**src/rtl/vue_pkg.sv**
```systemverilog
`default_nettype none
// ============================================================================
// vue_pkg
// Shared types and constants of the utterance endpointer: register indexes,
// register reset values, end reason codes and the item, result and status
// structures that pass between the modules.
// ============================================================================
package vue_pkg;

    // Field widths fixed by the stream format.
    localparam int PROB_W       = 16;
    localparam int TAIL_W       = 9;
    localparam int MS_W         = 16;
    localparam int PAD_W        = 12;
    localparam int CLIP_W       = 20;
    localparam int REASON_W     = 3;
    localparam int CFG_INDEX_W  = 3;
    localparam int CFG_DATA_W   = 16;
    localparam int IN_TDATA_W   = 32;
    localparam int OUT_TDATA_W  = 96;

    // Configuration register indexes.
    localparam logic [CFG_INDEX_W-1:0] REG_SPEECH_THRESHOLD = 3'd0;
    localparam logic [CFG_INDEX_W-1:0] REG_MAX_CAPTURE_MS   = 3'd1;
    localparam logic [CFG_INDEX_W-1:0] REG_SILENCE_END_MS   = 3'd2;
    localparam logic [CFG_INDEX_W-1:0] REG_MIN_VOICED_MS    = 3'd3;
    localparam logic [CFG_INDEX_W-1:0] REG_PAD_MS           = 3'd4;
    localparam logic [CFG_INDEX_W-1:0] REG_ONSET_TIMEOUT_MS = 3'd5;

    // Register values after reset.
    localparam logic [PROB_W-1:0] RST_SPEECH_THRESHOLD = 16'd32768;
    localparam logic [MS_W-1:0]   RST_MAX_CAPTURE_MS   = 16'd15000;
    localparam logic [MS_W-1:0]   RST_SILENCE_END_MS   = 16'd650;
    localparam logic [MS_W-1:0]   RST_MIN_VOICED_MS    = 16'd250;
    localparam logic [PAD_W-1:0]  RST_PAD_MS           = 12'd320;
    localparam logic [MS_W-1:0]   RST_ONSET_TIMEOUT_MS = 16'd8000;

    // End reason codes.
    localparam logic [REASON_W-1:0] REASON_NONE      = 3'd0;
    localparam logic [REASON_W-1:0] REASON_MAX_DUR   = 3'd1;
    localparam logic [REASON_W-1:0] REASON_SILENCE   = 3'd2;
    localparam logic [REASON_W-1:0] REASON_NO_SPEECH = 3'd3;
    localparam logic [REASON_W-1:0] REASON_END_INPUT = 3'd4;

    typedef struct packed {
        logic [PROB_W-1:0] speech_threshold;
        logic [MS_W-1:0]   max_capture_ms;
        logic [MS_W-1:0]   silence_end_ms;
        logic [MS_W-1:0]   min_voiced_ms;
        logic [PAD_W-1:0]  pad_ms;
        logic [MS_W-1:0]   onset_timeout_ms;
    } vue_cfg_t;

    typedef struct packed {
        logic              cmd;
        logic [PROB_W-1:0] speech_prob;
        logic [TAIL_W-1:0] tail_samples;
    } vue_item_t;

    typedef struct packed {
        logic                speech_start;
        logic                done_res;
        logic [REASON_W-1:0] end_reason;
        logic                speech_found;
        logic [MS_W-1:0]     total_ms;
        logic [MS_W-1:0]     voiced_ms;
        logic [CLIP_W-1:0]   clip_start;
        logic [CLIP_W-1:0]   clip_end;
        logic [MS_W-1:0]     clip_ms;
    } vue_result_t;

    typedef struct packed {
        logic finished;
        logic announced;
    } vue_status_t;

endpackage
`default_nettype wire

```
**src/rtl/vue_cfg_regs.sv**
```systemverilog
`default_nettype none
// ============================================================================
// vue_cfg_regs
// Configuration register file. Each register is written by index through a
// plain write port and is presented to the datapath as one structure.
// ============================================================================
module vue_cfg_regs
    import vue_pkg::*;
(
    input  wire logic                   clk,
    input  wire logic                   rst_n,
    input  wire logic                   wr_en,
    input  wire logic [CFG_INDEX_W-1:0] wr_index,
    input  wire logic [CFG_DATA_W-1:0]  wr_data,
    output vue_cfg_t                    cfg
);

    vue_cfg_t cfg_reg;
    vue_cfg_t cfg_next;

    // Decode the register index; indexes beyond the list change nothing.
    always_comb
    begin
        cfg_next = cfg_reg;
        if (wr_en)
        begin
            unique case (wr_index)
                REG_SPEECH_THRESHOLD: cfg_next.speech_threshold = wr_data;
                REG_MAX_CAPTURE_MS:   cfg_next.max_capture_ms   = wr_data;
                REG_SILENCE_END_MS:   cfg_next.silence_end_ms   = wr_data;
                REG_MIN_VOICED_MS:    cfg_next.min_voiced_ms    = wr_data;
                REG_PAD_MS:           cfg_next.pad_ms           = wr_data[PAD_W-1:0];
                REG_ONSET_TIMEOUT_MS: cfg_next.onset_timeout_ms = wr_data;
                default:              cfg_next = cfg_reg;
            endcase
        end
    end

    always_ff @(posedge clk or negedge rst_n)
    begin
        if (!rst_n)
        begin
            cfg_reg.speech_threshold <= RST_SPEECH_THRESHOLD;
            cfg_reg.max_capture_ms   <= RST_MAX_CAPTURE_MS;
            cfg_reg.silence_end_ms   <= RST_SILENCE_END_MS;
            cfg_reg.min_voiced_ms    <= RST_MIN_VOICED_MS;
            cfg_reg.pad_ms           <= RST_PAD_MS;
            cfg_reg.onset_timeout_ms <= RST_ONSET_TIMEOUT_MS;
        end
        else
        begin
            cfg_reg <= cfg_next;
        end
    end

    assign cfg = cfg_reg;

endmodule
`default_nettype wire

```
**src/rtl/vue_core.sv**
```systemverilog
`default_nettype none
// ============================================================================
// vue_core
// Endpointing state and decision logic. Holds the window counters and the
// first and last speech windows, and from the registered input item forms
// the next state and the one result of that item in a single pass.
// ============================================================================
module vue_core
    import vue_pkg::*;
#(
    parameter int WINDOW_SAMPLES = 512,
    parameter int COUNT_WIDTH    = 16
)
(
    input  wire logic      clk,
    input  wire logic      rst_n,
    input  wire logic      step,
    input  wire vue_item_t item,
    input  wire vue_cfg_t  cfg,
    output vue_result_t    result,
    output vue_status_t    status
);

    localparam int WINDOW_MS = (1000 * WINDOW_SAMPLES) / 16000;
    localparam int WMS_W     = $clog2(WINDOW_MS + 1);
    localparam int WS_W      = $clog2(WINDOW_SAMPLES + 1);
    localparam int SPAN_W    = (COUNT_WIDTH + WS_W > CLIP_W) ? COUNT_WIDTH + WS_W : CLIP_W;
    localparam int TOTAL_W   = SPAN_W + 1;
    localparam int PROD_W    = (COUNT_WIDTH + WMS_W > MS_W) ? COUNT_WIDTH + WMS_W : MS_W;
    localparam int PRODX_W   = PROD_W + 1;
    localparam logic [COUNT_WIDTH-1:0] COUNT_MAX = '1;

    logic [COUNT_WIDTH-1:0] windows_seen_reg, windows_seen_next;
    logic [COUNT_WIDTH-1:0] speech_count_reg, speech_count_next;
    logic [COUNT_WIDTH-1:0] first_speech_reg, first_speech_next;
    logic [COUNT_WIDTH-1:0] last_speech_reg,  last_speech_next;
    logic                   first_valid_reg,  first_valid_next;
    logic                   announced_reg,    announced_next;
    logic                   finished_reg,     finished_next;

    logic                   is_window;
    logic                   is_speech;
    logic [TAIL_W-1:0]      tail_eff;
    logic [TOTAL_W-1:0]     total;
    logic [TOTAL_W-1:0]     limit_samples;
    logic [PRODX_W-1:0]     speech_prod;
    logic [PRODX_W-1:0]     gap_prod;
    logic [COUNT_WIDTH-1:0] gap;
    logic                   reached;
    logic [REASON_W-1:0]    reason;
    logic                   found;
    logic [TOTAL_W-1:0]     margin;
    logic [TOTAL_W-1:0]     lo_raw, hi_raw, lo, hi, diff;

    // Window bookkeeping for a scored window; end of input leaves it alone.
    always_comb
    begin
        is_window         = !item.cmd;
        is_speech         = is_window && (item.speech_prob >= cfg.speech_threshold);
        windows_seen_next = windows_seen_reg;
        speech_count_next = speech_count_reg;
        first_speech_next = first_speech_reg;
        last_speech_next  = last_speech_reg;
        first_valid_next  = first_valid_reg | is_speech;
        if (is_window)
        begin
            windows_seen_next = windows_seen_reg + COUNT_WIDTH'(1);
        end
        if (is_speech)
        begin
            // The speech count never passes the window count, which ends
            // the capture at its maximum, so the increment cannot wrap.
            speech_count_next = speech_count_reg + COUNT_WIDTH'(1);
            last_speech_next  = windows_seen_reg;
            if (!first_valid_reg)
            begin
                first_speech_next = windows_seen_reg;
            end
        end
        tail_eff = item.cmd ? item.tail_samples : '0;
    end

    // Sample count, speech time and trailing silence after this item.
    always_comb
    begin
        total = TOTAL_W'(windows_seen_next) * TOTAL_W'(WINDOW_SAMPLES)
              + TOTAL_W'(tail_eff);
        limit_samples = TOTAL_W'({cfg.max_capture_ms, 4'b0000});
        speech_prod = PRODX_W'(speech_count_next) * PRODX_W'(WINDOW_MS);
        reached     = speech_prod >= PRODX_W'(cfg.min_voiced_ms);
        gap         = windows_seen_next - COUNT_WIDTH'(1) - last_speech_next;
        gap_prod    = PRODX_W'(gap) * PRODX_W'(WINDOW_MS);
    end

    // End checks in priority order.
    always_comb
    begin
        priority if (total >= limit_samples || windows_seen_next == COUNT_MAX)
            reason = REASON_MAX_DUR;
        else if (reached && first_valid_next && windows_seen_next > last_speech_next
                 && gap_prod >= PRODX_W'(cfg.silence_end_ms))
            reason = REASON_SILENCE;
        else if (!reached && total[TOTAL_W-1:4] >= (TOTAL_W-4)'(cfg.onset_timeout_ms))
            reason = REASON_NO_SPEECH;
        else if (item.cmd)
            reason = reached ? REASON_END_INPUT : REASON_NO_SPEECH;
        else
            reason = REASON_NONE;
    end

    // Padded clip bounds around the first and last speech windows.
    always_comb
    begin
        margin      = TOTAL_W'({cfg.pad_ms, 4'b0000});
        lo_raw      = TOTAL_W'(first_speech_next) * TOTAL_W'(WINDOW_SAMPLES);
        hi_raw      = (TOTAL_W'(last_speech_next) + TOTAL_W'(1)) * TOTAL_W'(WINDOW_SAMPLES)
                    + margin;
        lo          = (lo_raw > margin) ? lo_raw - margin : '0;
        hi          = (hi_raw > total) ? total : hi_raw;
        diff        = (hi > lo) ? hi - lo : '0;
    end

    // Result of this item; everything after the end reads as zero.
    always_comb
    begin
        found  = reached && first_valid_next;
        result = '0;
        if (!finished_reg)
        begin
            result.speech_start = reached && !announced_reg;
            if (reason != REASON_NONE)
            begin
                result.done_res     = 1'b1;
                result.end_reason   = reason;
                result.speech_found = found;
                result.total_ms     = (|total[TOTAL_W-1:MS_W+4]) ? '1 : total[MS_W+3:4];
                result.voiced_ms    = (|speech_prod[PRODX_W-1:MS_W]) ? '1
                                    : speech_prod[MS_W-1:0];
                if (found)
                begin
                    result.clip_start = (|lo[TOTAL_W-1:CLIP_W]) ? '1 : lo[CLIP_W-1:0];
                    result.clip_end   = (|hi[TOTAL_W-1:CLIP_W]) ? '1 : hi[CLIP_W-1:0];
                    result.clip_ms    = (|diff[TOTAL_W-1:MS_W+4]) ? '1 : diff[MS_W+3:4];
                end
            end
        end
        announced_next = announced_reg | reached;
        finished_next  = reason != REASON_NONE;
    end

    // State advances only on a live capture.
    always_ff @(posedge clk or negedge rst_n)
    begin
        if (!rst_n)
        begin
            windows_seen_reg <= '0;
            speech_count_reg <= '0;
            first_speech_reg <= '0;
            last_speech_reg  <= '0;
            first_valid_reg  <= 1'b0;
            announced_reg    <= 1'b0;
            finished_reg     <= 1'b0;
        end
        else if (step && !finished_reg)
        begin
            windows_seen_reg <= windows_seen_next;
            speech_count_reg <= speech_count_next;
            first_speech_reg <= first_speech_next;
            last_speech_reg  <= last_speech_next;
            first_valid_reg  <= first_valid_next;
            announced_reg    <= announced_next;
            finished_reg     <= finished_next;
        end
    end

    assign status.finished  = finished_reg;
    assign status.announced = announced_reg;

endmodule
`default_nettype wire

```
**src/rtl/vad_utterance_endpointer_top.sv**
```systemverilog
`default_nettype none
// ============================================================================
// vad_utterance_endpointer_top
// Speech endpointer with hangover: one decision per scored window.
// ============================================================================
// The block takes one item per clock cycle on the input stream while the
// result stream does not stall, either a scored window (tuser low) or an
// end-of-input mark (tuser high), and gives exactly one result per item: the
// item waits in the input register and its result passes through the decision
// logic into the result register. The rate of one item per cycle is set by the
// single-pass update of the window counters, whose next value every later item reads.
// The result stream has tlast on the item that ends the capture, with the end
// reason in tuser; later items return all-zero results. There is no clearing
// pass after reset.
module vad_utterance_endpointer_top
    import vue_pkg::*;
#(
    parameter int WINDOW_SAMPLES = 512,
    parameter int COUNT_WIDTH    = 16
)
(
    input  wire logic                   clk,
    input  wire logic                   rst_n,
    // Configuration write port.
    input  wire logic                   wr_en,
    input  wire logic [CFG_INDEX_W-1:0] wr_index,
    input  wire logic [CFG_DATA_W-1:0]  wr_data,
    // Input stream.
    input  wire logic                   s_tvalid,
    output      logic                   s_tready,
    input  wire logic [IN_TDATA_W-1:0]  s_tdata,   // speech_prob[15:0], tail_samples[24:16]
    input  wire logic                   s_tuser,   // cmd
    // Result stream.
    output      logic                   m_tvalid,
    input  wire logic                   m_tready,
    output      logic [OUT_TDATA_W-1:0] m_tdata,   // speech_start, speech_found,
                                                   // total_ms, voiced_ms, clip_start,
                                                   // clip_end, clip_ms
    output      logic [REASON_W-1:0]    m_tuser,   // end_reason
    output      logic                   m_tlast    // done_res
);

    vue_cfg_t    cfg;
    vue_item_t   item_reg;
    vue_result_t core_result;
    vue_result_t result_reg;
    vue_status_t status;
    logic        in_valid_reg, in_valid_next;
    logic        out_valid_reg, out_valid_next;
    logic        advance;
    logic        in_xfer;
    logic        step;

    vue_cfg_regs u_cfg_regs (
        .clk      (clk),
        .rst_n    (rst_n),
        .wr_en    (wr_en),
        .wr_index (wr_index),
        .wr_data  (wr_data),
        .cfg      (cfg)
    );

    vue_core #(
        .WINDOW_SAMPLES (WINDOW_SAMPLES),
        .COUNT_WIDTH    (COUNT_WIDTH)
    ) u_core (
        .clk    (clk),
        .rst_n  (rst_n),
        .step   (step),
        .item   (item_reg),
        .cfg    (cfg),
        .result (core_result),
        .status (status)
    );

    // Pipeline flow: the input register moves on whenever the result
    // register is empty or its transfer completes this cycle.
    always_comb
    begin
        advance        = !out_valid_reg || m_tready;
        s_tready       = !in_valid_reg || advance;
        in_xfer        = s_tvalid && s_tready;
        step           = in_valid_reg && advance;
        in_valid_next  = in_xfer ? 1'b1 : (advance ? 1'b0 : in_valid_reg);
        out_valid_next = step ? 1'b1 : (m_tready ? 1'b0 : out_valid_reg);
    end

    always_ff @(posedge clk or negedge rst_n)
    begin
        if (!rst_n)
        begin
            in_valid_reg  <= 1'b0;
            out_valid_reg <= 1'b0;
        end
        else
        begin
            in_valid_reg  <= in_valid_next;
            out_valid_reg <= out_valid_next;
        end
    end

    // Payload registers.
    always_ff @(posedge clk)
    begin
        if (in_xfer)
        begin
            item_reg.cmd          <= s_tuser;
            item_reg.speech_prob  <= s_tdata[PROB_W-1:0];
            item_reg.tail_samples <= s_tdata[PROB_W+TAIL_W-1:PROB_W];
        end
        if (step)
        begin
            result_reg <= core_result;
        end
    end

    // Pack the result stream.
    assign m_tvalid = out_valid_reg;
    assign m_tlast  = result_reg.done_res;
    assign m_tuser  = result_reg.end_reason;
    assign m_tdata  = {6'b000000,
                       result_reg.clip_ms,
                       result_reg.clip_end,
                       result_reg.clip_start,
                       result_reg.voiced_ms,
                       result_reg.total_ms,
                       result_reg.speech_found,
                       result_reg.speech_start};

    // A result that does not end the capture carries no reason and no verdict.
    assert property (@(posedge clk) disable iff (!rst_n)
        m_tvalid && !m_tlast |-> m_tuser == REASON_NONE && !m_tdata[1])
        else $error("non-final result carries an end reason or verdict");

    // The final result always names why the capture ended.
    assert property (@(posedge clk) disable iff (!rst_n)
        m_tvalid && m_tlast |-> m_tuser != REASON_NONE)
        else $error("final result without an end reason");

    // Once ended, the capture stays ended until reset.
    assert property (@(posedge clk) disable iff (!rst_n)
        status.finished |=> status.finished)
        else $error("capture left the finished state");

    // Speech is announced no later than the capture ends with speech found.
    assert property (@(posedge clk) disable iff (!rst_n)
        step && core_result.speech_found |-> status.announced || core_result.speech_start)
        else $error("speech found without a speech start");

endmodule
`default_nettype wire

```
**config.mk**
```make
export PLATFORM = sky130hd
export DESIGN_NAME = vad_utterance_endpointer_top
export DESIGN_NICKNAME = d
export VERILOG_FILES = /design/src/rtl/vue_pkg.sv /design/src/rtl/vue_cfg_regs.sv /design/src/rtl/vue_core.sv /design/src/rtl/vad_utterance_endpointer_top.sv
export SDC_FILE = /design/constraint.sdc
export NUM_CORES = 1
export LEC_CHECK = 0
export ABC_AREA = 1
export BUFFER_PORTS_ARGS = -buffer_cell sky130_fd_sc_hd__buf_4
export CORE_ASPECT_RATIO = 0.6
export CORE_MARGIN = 1.5
export CORE_UTILIZATION = 50
export CTS_BUF_LIST = sky130_fd_sc_hd__clkbuf_8
export CTS_CLUSTER_DIAMETER = 40
export DETAILED_ROUTE_END_ITERATION = 12
export GPL_TIMING_DRIVEN = 0
export PLACE_DENSITY = 0.72
export SYNTH_ARGS = -nofsm -noshare
export SYNTH_HDL_FRONTEND = slang
export SYNTH_HIERARCHICAL = 1
export SYNTH_SLANG_ARGS = --single-unit
```
**constraint.sdc**
```tcl
create_clock -name clk -period 11.2 [get_ports clk]
set_input_delay 0 -clock clk [delete_from_list [all_inputs] [get_ports clk]]
set_output_delay 0 -clock clk [all_outputs]
set_load 0.05 [all_outputs]
```
After elaboration in Yosys (flattened, before gate mapping)

Index checks and enable logic that the tools add are counted.

ROM bits: 0
Flip-flop bits (word level): 281
Bits in writable memories: 0
Output and inout bits: 102
Latch bits: 0
Memories kept: 0
Word-level logic and storage cells: 115
Bits of input ports: 57

Order comparisons: 9
Multipliers: 0
Shift-type cells: 0
Div/mod/pow operators: 0
Reductions and logical operators: 35
Bitwise operators: 4
Add/sub/neg operators: 9
Muxes and demuxes: 25
Equality and inequality tests: 6

Operators with widths:

| cell                                                                 | count |
|---|---|
| 16-bit 2-to-1 mux                                                    | 8 |
| 93-bit 2-to-1 mux                                                    | 1 |
| 27-bit 2-to-1 mux                                                    | 3 |
| 56-bit 2-to-1 mux                                                    | 1 |
| 27-bit greater-than comparator                                       | 2 |
| 21-bit by 16-bit >= comparator with 1-bit output                     | 2 |
| 20-bit 2-to-1 mux                                                    | 2 |
| 16-bit by 1-bit adder with 16-bit output, second input constant      | 2 |
| 7-bit OR reduction                                                   | 4 |
| 27-bit by 16-bit adder with 27-bit output                            | 1 |
| 27-bit by 20-bit >= comparator with 1-bit output                     | 1 |
| 27-bit subtractor                                                    | 1 |
| 25-bit by 9-bit adder with 26-bit output                             | 1 |
| 25-bit by 16-bit subtractor with 26-bit output                       | 1 |
| 25-bit by 16-bit greater-than comparator with 1-bit output           | 1 |
| 23-bit by 16-bit >= comparator with 1-bit output                     | 1 |
| 16-bit by 1-bit adder with 17-bit output, second input constant      | 1 |
| 16-bit == test, second input constant                                | 1 |
| 16-bit >= comparator                                                 | 1 |
| 16-bit greater-than comparator                                       | 1 |
| 16-bit by 1-bit subtractor with 16-bit output, second input constant | 1 |
| 16-bit subtractor                                                    | 1 |
| 3-bit 2-to-1 mux                                                     | 5 |
| 2-bit AND reduction                                                  | 6 |
| 16 further kinds                                                     | 39 |

Logic depth before layout (Yosys ltp)

Word-level depth: 13
Gate-level depth with buffers: 58
Depth with buffers taken out: 55

Hierarchy

The synthesis kept the hierarchy.

Modules (own cells, without submodules):

| module                       | sequential area each (sq um) | cells an instance | instances | area an instance (sq um) |
|---|---|---|---|---|
| vue_core                     | 1676.6                       | 1729              | 1         | 11121.9 |
| vad_utterance_endpointer_top | 3653.5                       | 139               | 1         | 3747.3 |
| vue_cfg_regs                 | 2334.7                       | 409               | 1         | 3708.6 |

Worst setup path before layout

No wires, ideal clock.

Path kind: reg-to-reg
From: register u_cfg_regs.cfg_reg, in the netlist u_cfg_regs/cfg[91]
To: register result_reg, in the netlist m_tdata[80], data pin
Period minus slack after synthesis: 8.102 ns
Required time: 10.942 ns
Path buffers: 4
Stages on the path, launching flop included: 52
Library setup time: 0.258 ns
Slack: 3.098 ns
Arrival time: 7.845 ns
Cells stage by stage: dfstp_2 > inv_1 > ha_1 > a21oi_1 > o21ai_1 > a21oi_2 > nand2_4 > buf_6 > nand3_1 > nand2_2 > ha_1 > xnor2_1 > inv_1 > ha_1 > nand3_1 > nand2_1 > a21oi_1 > o21ai_0 > [16 not listed] > buf_4 > nand2_1 > o21ai_1 > ha_1 > fa_1 > o21ai_0 > a21oi_1 > o21ai_0 > a21boi_0 > inv_1 > a21oi_1 > o21ai_0 > xor2_1 > nor3_1 > nand4_1 > clkbuf_1 > nor2_1 > nor3_2

Elaborated cells between the ends (all ways): 36
Classes of those cells: add/sub: 5; order compare: 7; mux: 12; bitwise: 3; reduce/logical: 9

RTL lines:

| what                                                                    | RTL line                            | source |
|---|---|---|
| start: declaration                                                      | vue_cfg_regs.sv:18                  | `vue_cfg_t cfg_reg;` |
| start signal: assignment                                                | vue_cfg_regs.sv:52                  | `cfg_reg <= cfg_next;` |
| 16-bit >= comparator (*)                                                | vue_core.sv:59                      | `is_speech = is_window && (item.speech_prob >= cfg.speech_threshold);` |
| 1-bit logical AND (*)                                                   | vue_core.sv:59                      |  |
| 16-bit 2-to-1 mux (*)                                                   | vue_core.sv:69                      | `if (is_speech)` |
| net u_core.last_speech_next[1]                                          | vue_core.sv:36                      | `logic [COUNT_WIDTH-1:0] last_speech_reg, last_speech_next;` |
| 16-bit by 1-bit adder with 17-bit output, or another cell as far along  | vue_core.sv:116                     | `hi_raw = (TOTAL_W'(last_speech_next) + TOTAL_W'(1)) * TOTAL_W'(WINDOW_SAMPLES)` |
| 27-bit by 16-bit adder with 27-bit output, or another cell as far along | vue_core.sv:117                     | `+ margin;` |
| 27-bit greater-than comparator or 1-bit logical AND (tied branches)     | vue_core.sv:119, vue_core.sv:101    |  |
| 27-bit 2-to-1 mux or 3-bit 2-to-1 mux (tied branches)                   | vue_core.sv:119, vue_core.sv:100    |  |
| 27-bit subtractor, or another cell as far along                         | vue_core.sv:120                     | `diff = (hi > lo) ? hi - lo : '0;` |
| 27-bit 2-to-1 mux or 3-bit nonzero test (tied branches)                 | vue_core.sv:120, vue_core.sv:131    |  |
| 7-bit OR reduction or 1-bit NOT (tied branches)                         | -                                   |  |
| 16-bit 2-to-1 mux or 3-bit OR reduction (tied branches)                 | -                                   |  |
| end signal: assignment                                                  | vad_utterance_endpointer_top.sv:113 | `result_reg <= core_result;` |
| end: declaration                                                        | vad_utterance_endpointer_top.sv:46  | `vue_result_t result_reg;` |

The timed path passes the listed nets; every way through them passes the cells marked *.
A chain may end at the register's enable or synchronous reset.

Worst setup path in the final report

From: register u_cfg_regs.cfg_reg, in the netlist u_cfg_regs/cfg[77]
To: register result_reg, in the netlist m_tdata[81], data pin

The elaborated chain is that of the path after synthesis.

==> results.py <==
metrics = {
    "logic_synthesis": {
        "yosysWarningCount": 6,
        "syn-cell-area_um2": 18600,
        "syn_inst": 2275,
        "syn_avg_cell_area_um2": 8.16,
    },
    "route": {
        "drtPass1Iterations": 5,
        "vias": 17044,
        "met3_length_um": 7600,
        "via_per_inst": 5.58,
        "top_layer_used": "met4",
        "post_drt_wl_per_cell_um": 19.4,
        "wirelength_um": 59400,
        "drtIter0Drc": 1909,
        "dr_wl_met2_um": 23200,
        "ant_nets": 0,
        "drc": 0,
        "wl_met1_um": 27600,
    },
    "job": {
        "drv_cap": 0,
    },
    "clocking": {
        "htreeDepth": 2,
        "cts-buffers-inserted": 45,
        "cts_root_buf": "clkbuf_8",
        "insertion_delay_ns": 0.63,
        "clk_path_buf_depth": 3,
        "clk_pin_slew_ns": 0.07,
        "cts.sinks": 281,
        "cts_tree": "built",
    },
    "timing": {
        "hold_ws_ns": 0.0942,
        "drv_slew": 0,
        "finalCritPeriodShare_pct": 94.8,
        "fin_tns_setup_ns": 0,
        "clock-skew-final_ns": 0.0543,
        "relSlewSlack_pct": 11.8,
        "rsz0062_at_grt": "false",
        "worst_pin_slew_ns": 1.32,
        "max_freq_mhz": 94.2,
        "fin_ws_ns": 0.584,
        "hold_viol": 0,
        "finalSetupViolations": 0,
        "min_period_ns": 10.62,
    },
    "placed_design": {
        "gp_congestion": 0.945,
        "placed_area_um2": 20400,
        "dp_slack_ns": 0.293,
        "port_buffers": 145,
        "post-dp-hpwl_um": 45200,
    },
    "final_layout": {
        "mostFrequentLayoutCell": "nand2_1",
        "areaGrowthSynthToFinish_pct": 18.3,
        "post_route_cells_drive_above_1_share_pct": 16.9,
        "nets": 2754,
        "layout_common_cells": "628 x nand2_1, 321 x inv_1, 176 x buf_4, 150 x ha_1, 148 x nand3_1",
        "fin_area_um2": 22000,
        "diodes": 0,
        "largest_reg_flops": 92,
        "nFillCells": 3238,
    },
    "hold_path": {
        "hold_path_class": "primary input to flip-flop",
    },
    "global_route": {
        "grt_pass1_wl_um": 91600,
        "antenna_found_initial": 0,
        "grt_max_degree": 92,
        "grtUsageTotal_pct": 30.9,
        "grt.overflow.total": 0,
        "grt_pass1_vias": 16314,
    },
    "floorplan": {
        "num_rows": 54,
        "dieArea_um2": 38300,
        "io_pins": 159,
        "initial_core_util_pct": 50.9,
        "die_x_um": 252,
        "core_um2": 36500,
        "die_h_um": 152,
    },
    "status": {
        "status": "completed",
    },
    "worst_setup_path": {
        "max_stage_delay_ns": 0.66,
        "setup.worst_path.start_class": "flip-flop",
        "critPathRequiredTime_ns": 11.66,
        "critPathSlowestCell": "o41ai_1",
        "worstSetupPathType": "flip-flop to flip-flop",
        "arrival_ns": 11.08,
        "path_common_cell": "nand2_1",
        "r2r_slack_ns": 0.58,
        "critPathCaptureType": "flip-flop",
        "crit_fanout": 10,
    },
    "pwr": {
        "power_leakage_nw": 11.0,
        "p_per_area_nw_per_um2": 148,
        "vdd_drop_max_mv": 0.103,
    },
}
## critical path: cells and delay by family (launching register included)
| kind | cells | cell delay, ns |
|---|---|---|
| buffers and inverters | 7 | 1.06 |
| adder cells (fa/ha/maj) | 5 | 1.54 |
| AO/OA/AOI/OAI | 12 | 3.35 |
| flip-flops | 1 | 0.36 |
| AND/OR/NAND/NOR | 27 | 4.12 |
## cell type report
| type | instances | area (um2) | share of cell area (%) |
|---|---|---|---|
| well taps | 476 | 596 | 2.71 |
| flip-flops and latches | 281 | 7660 | 34.9 |
| inverters | 318 | 1200 | 5.47 |
| clock buffers | 51 | 702 | 3.20 |
| plain buffers | 76 | 518 | 2.36 |
| repair buffers | 215 | 1860 | 8.46 |
| multi-input cells | 1607 | 9220 | 42.0 |
| clock inverters | 33 | 195 | 0.889 |
## stage by stage
step / std cells / utilization [%] / power, W
finish: 3057 / 60.2 / 0.00326
global route: 3057 / 60.2 / 0.00344
CTS: 3055 / 60.1 / 0.00324
detailed placement: 2907 / 55.9 / 0.00231
global placement: 2903 / 55.6 / 0.00228
floorplan: 2282 / - / 0.00200
## layer usage
| layer | track usage, % | vias up |
|---|---|---|
| met4 | 6.83 | 0 |
| met2 | 41.7 | 847 |
| met5 | 0 | - |
| li1 | - | 8008 |
| met3 | 10.2 | 85 |
| met1 | 47.3 | 8104 |
## what timing repair did
item | 4_1_cts | 5_1_grt
setup buffers | 0 | 2
endpoints found under the hold margin | 269 | 0
resized for setup | 0 | 5
hold buffers | 64 | 0
endpoints found under the setup margin | 0 | 16
## worst paths after layout
| check | start | to | depth (start not counted) |
|---|---|---|---|
| min in group asynchronous | rst_n | u_core/finished_reg$_DFFE_PN0P_ | 3 |
| hold reg to reg | u_cfg_regs/cfg[34]$_DFFE_PN1P_ | u_cfg_regs/cfg[34]$_DFFE_PN1P_ | 2 |
| setup reg to reg | u_cfg_regs/cfg[77]$_DFFE_PN0P_ | m_tdata[81]$_DFFE_PP_ | 51 |
| max in group asynchronous | rst_n | u_cfg_regs/cfg[63]$_DFFE_PN1P_ | 4 |
| hold / removal | s_tdata[7] | item_reg[16]$_DFFE_PP_ | 2 |
| setup / recovery | u_cfg_regs/cfg[77]$_DFFE_PN0P_ | m_tdata[81]$_DFFE_PP_ | 51 |
## power by group
part / switching, W / leakage [nW] / internal [W]
registers: 0.0000531 / 3.02 / 0.00118
logic: 0.000731 / 7.42 / 0.000389
clock network: 0.000455 / 0.533 / 0.000448
Note: power is estimated with default switching activity, not from simulation.
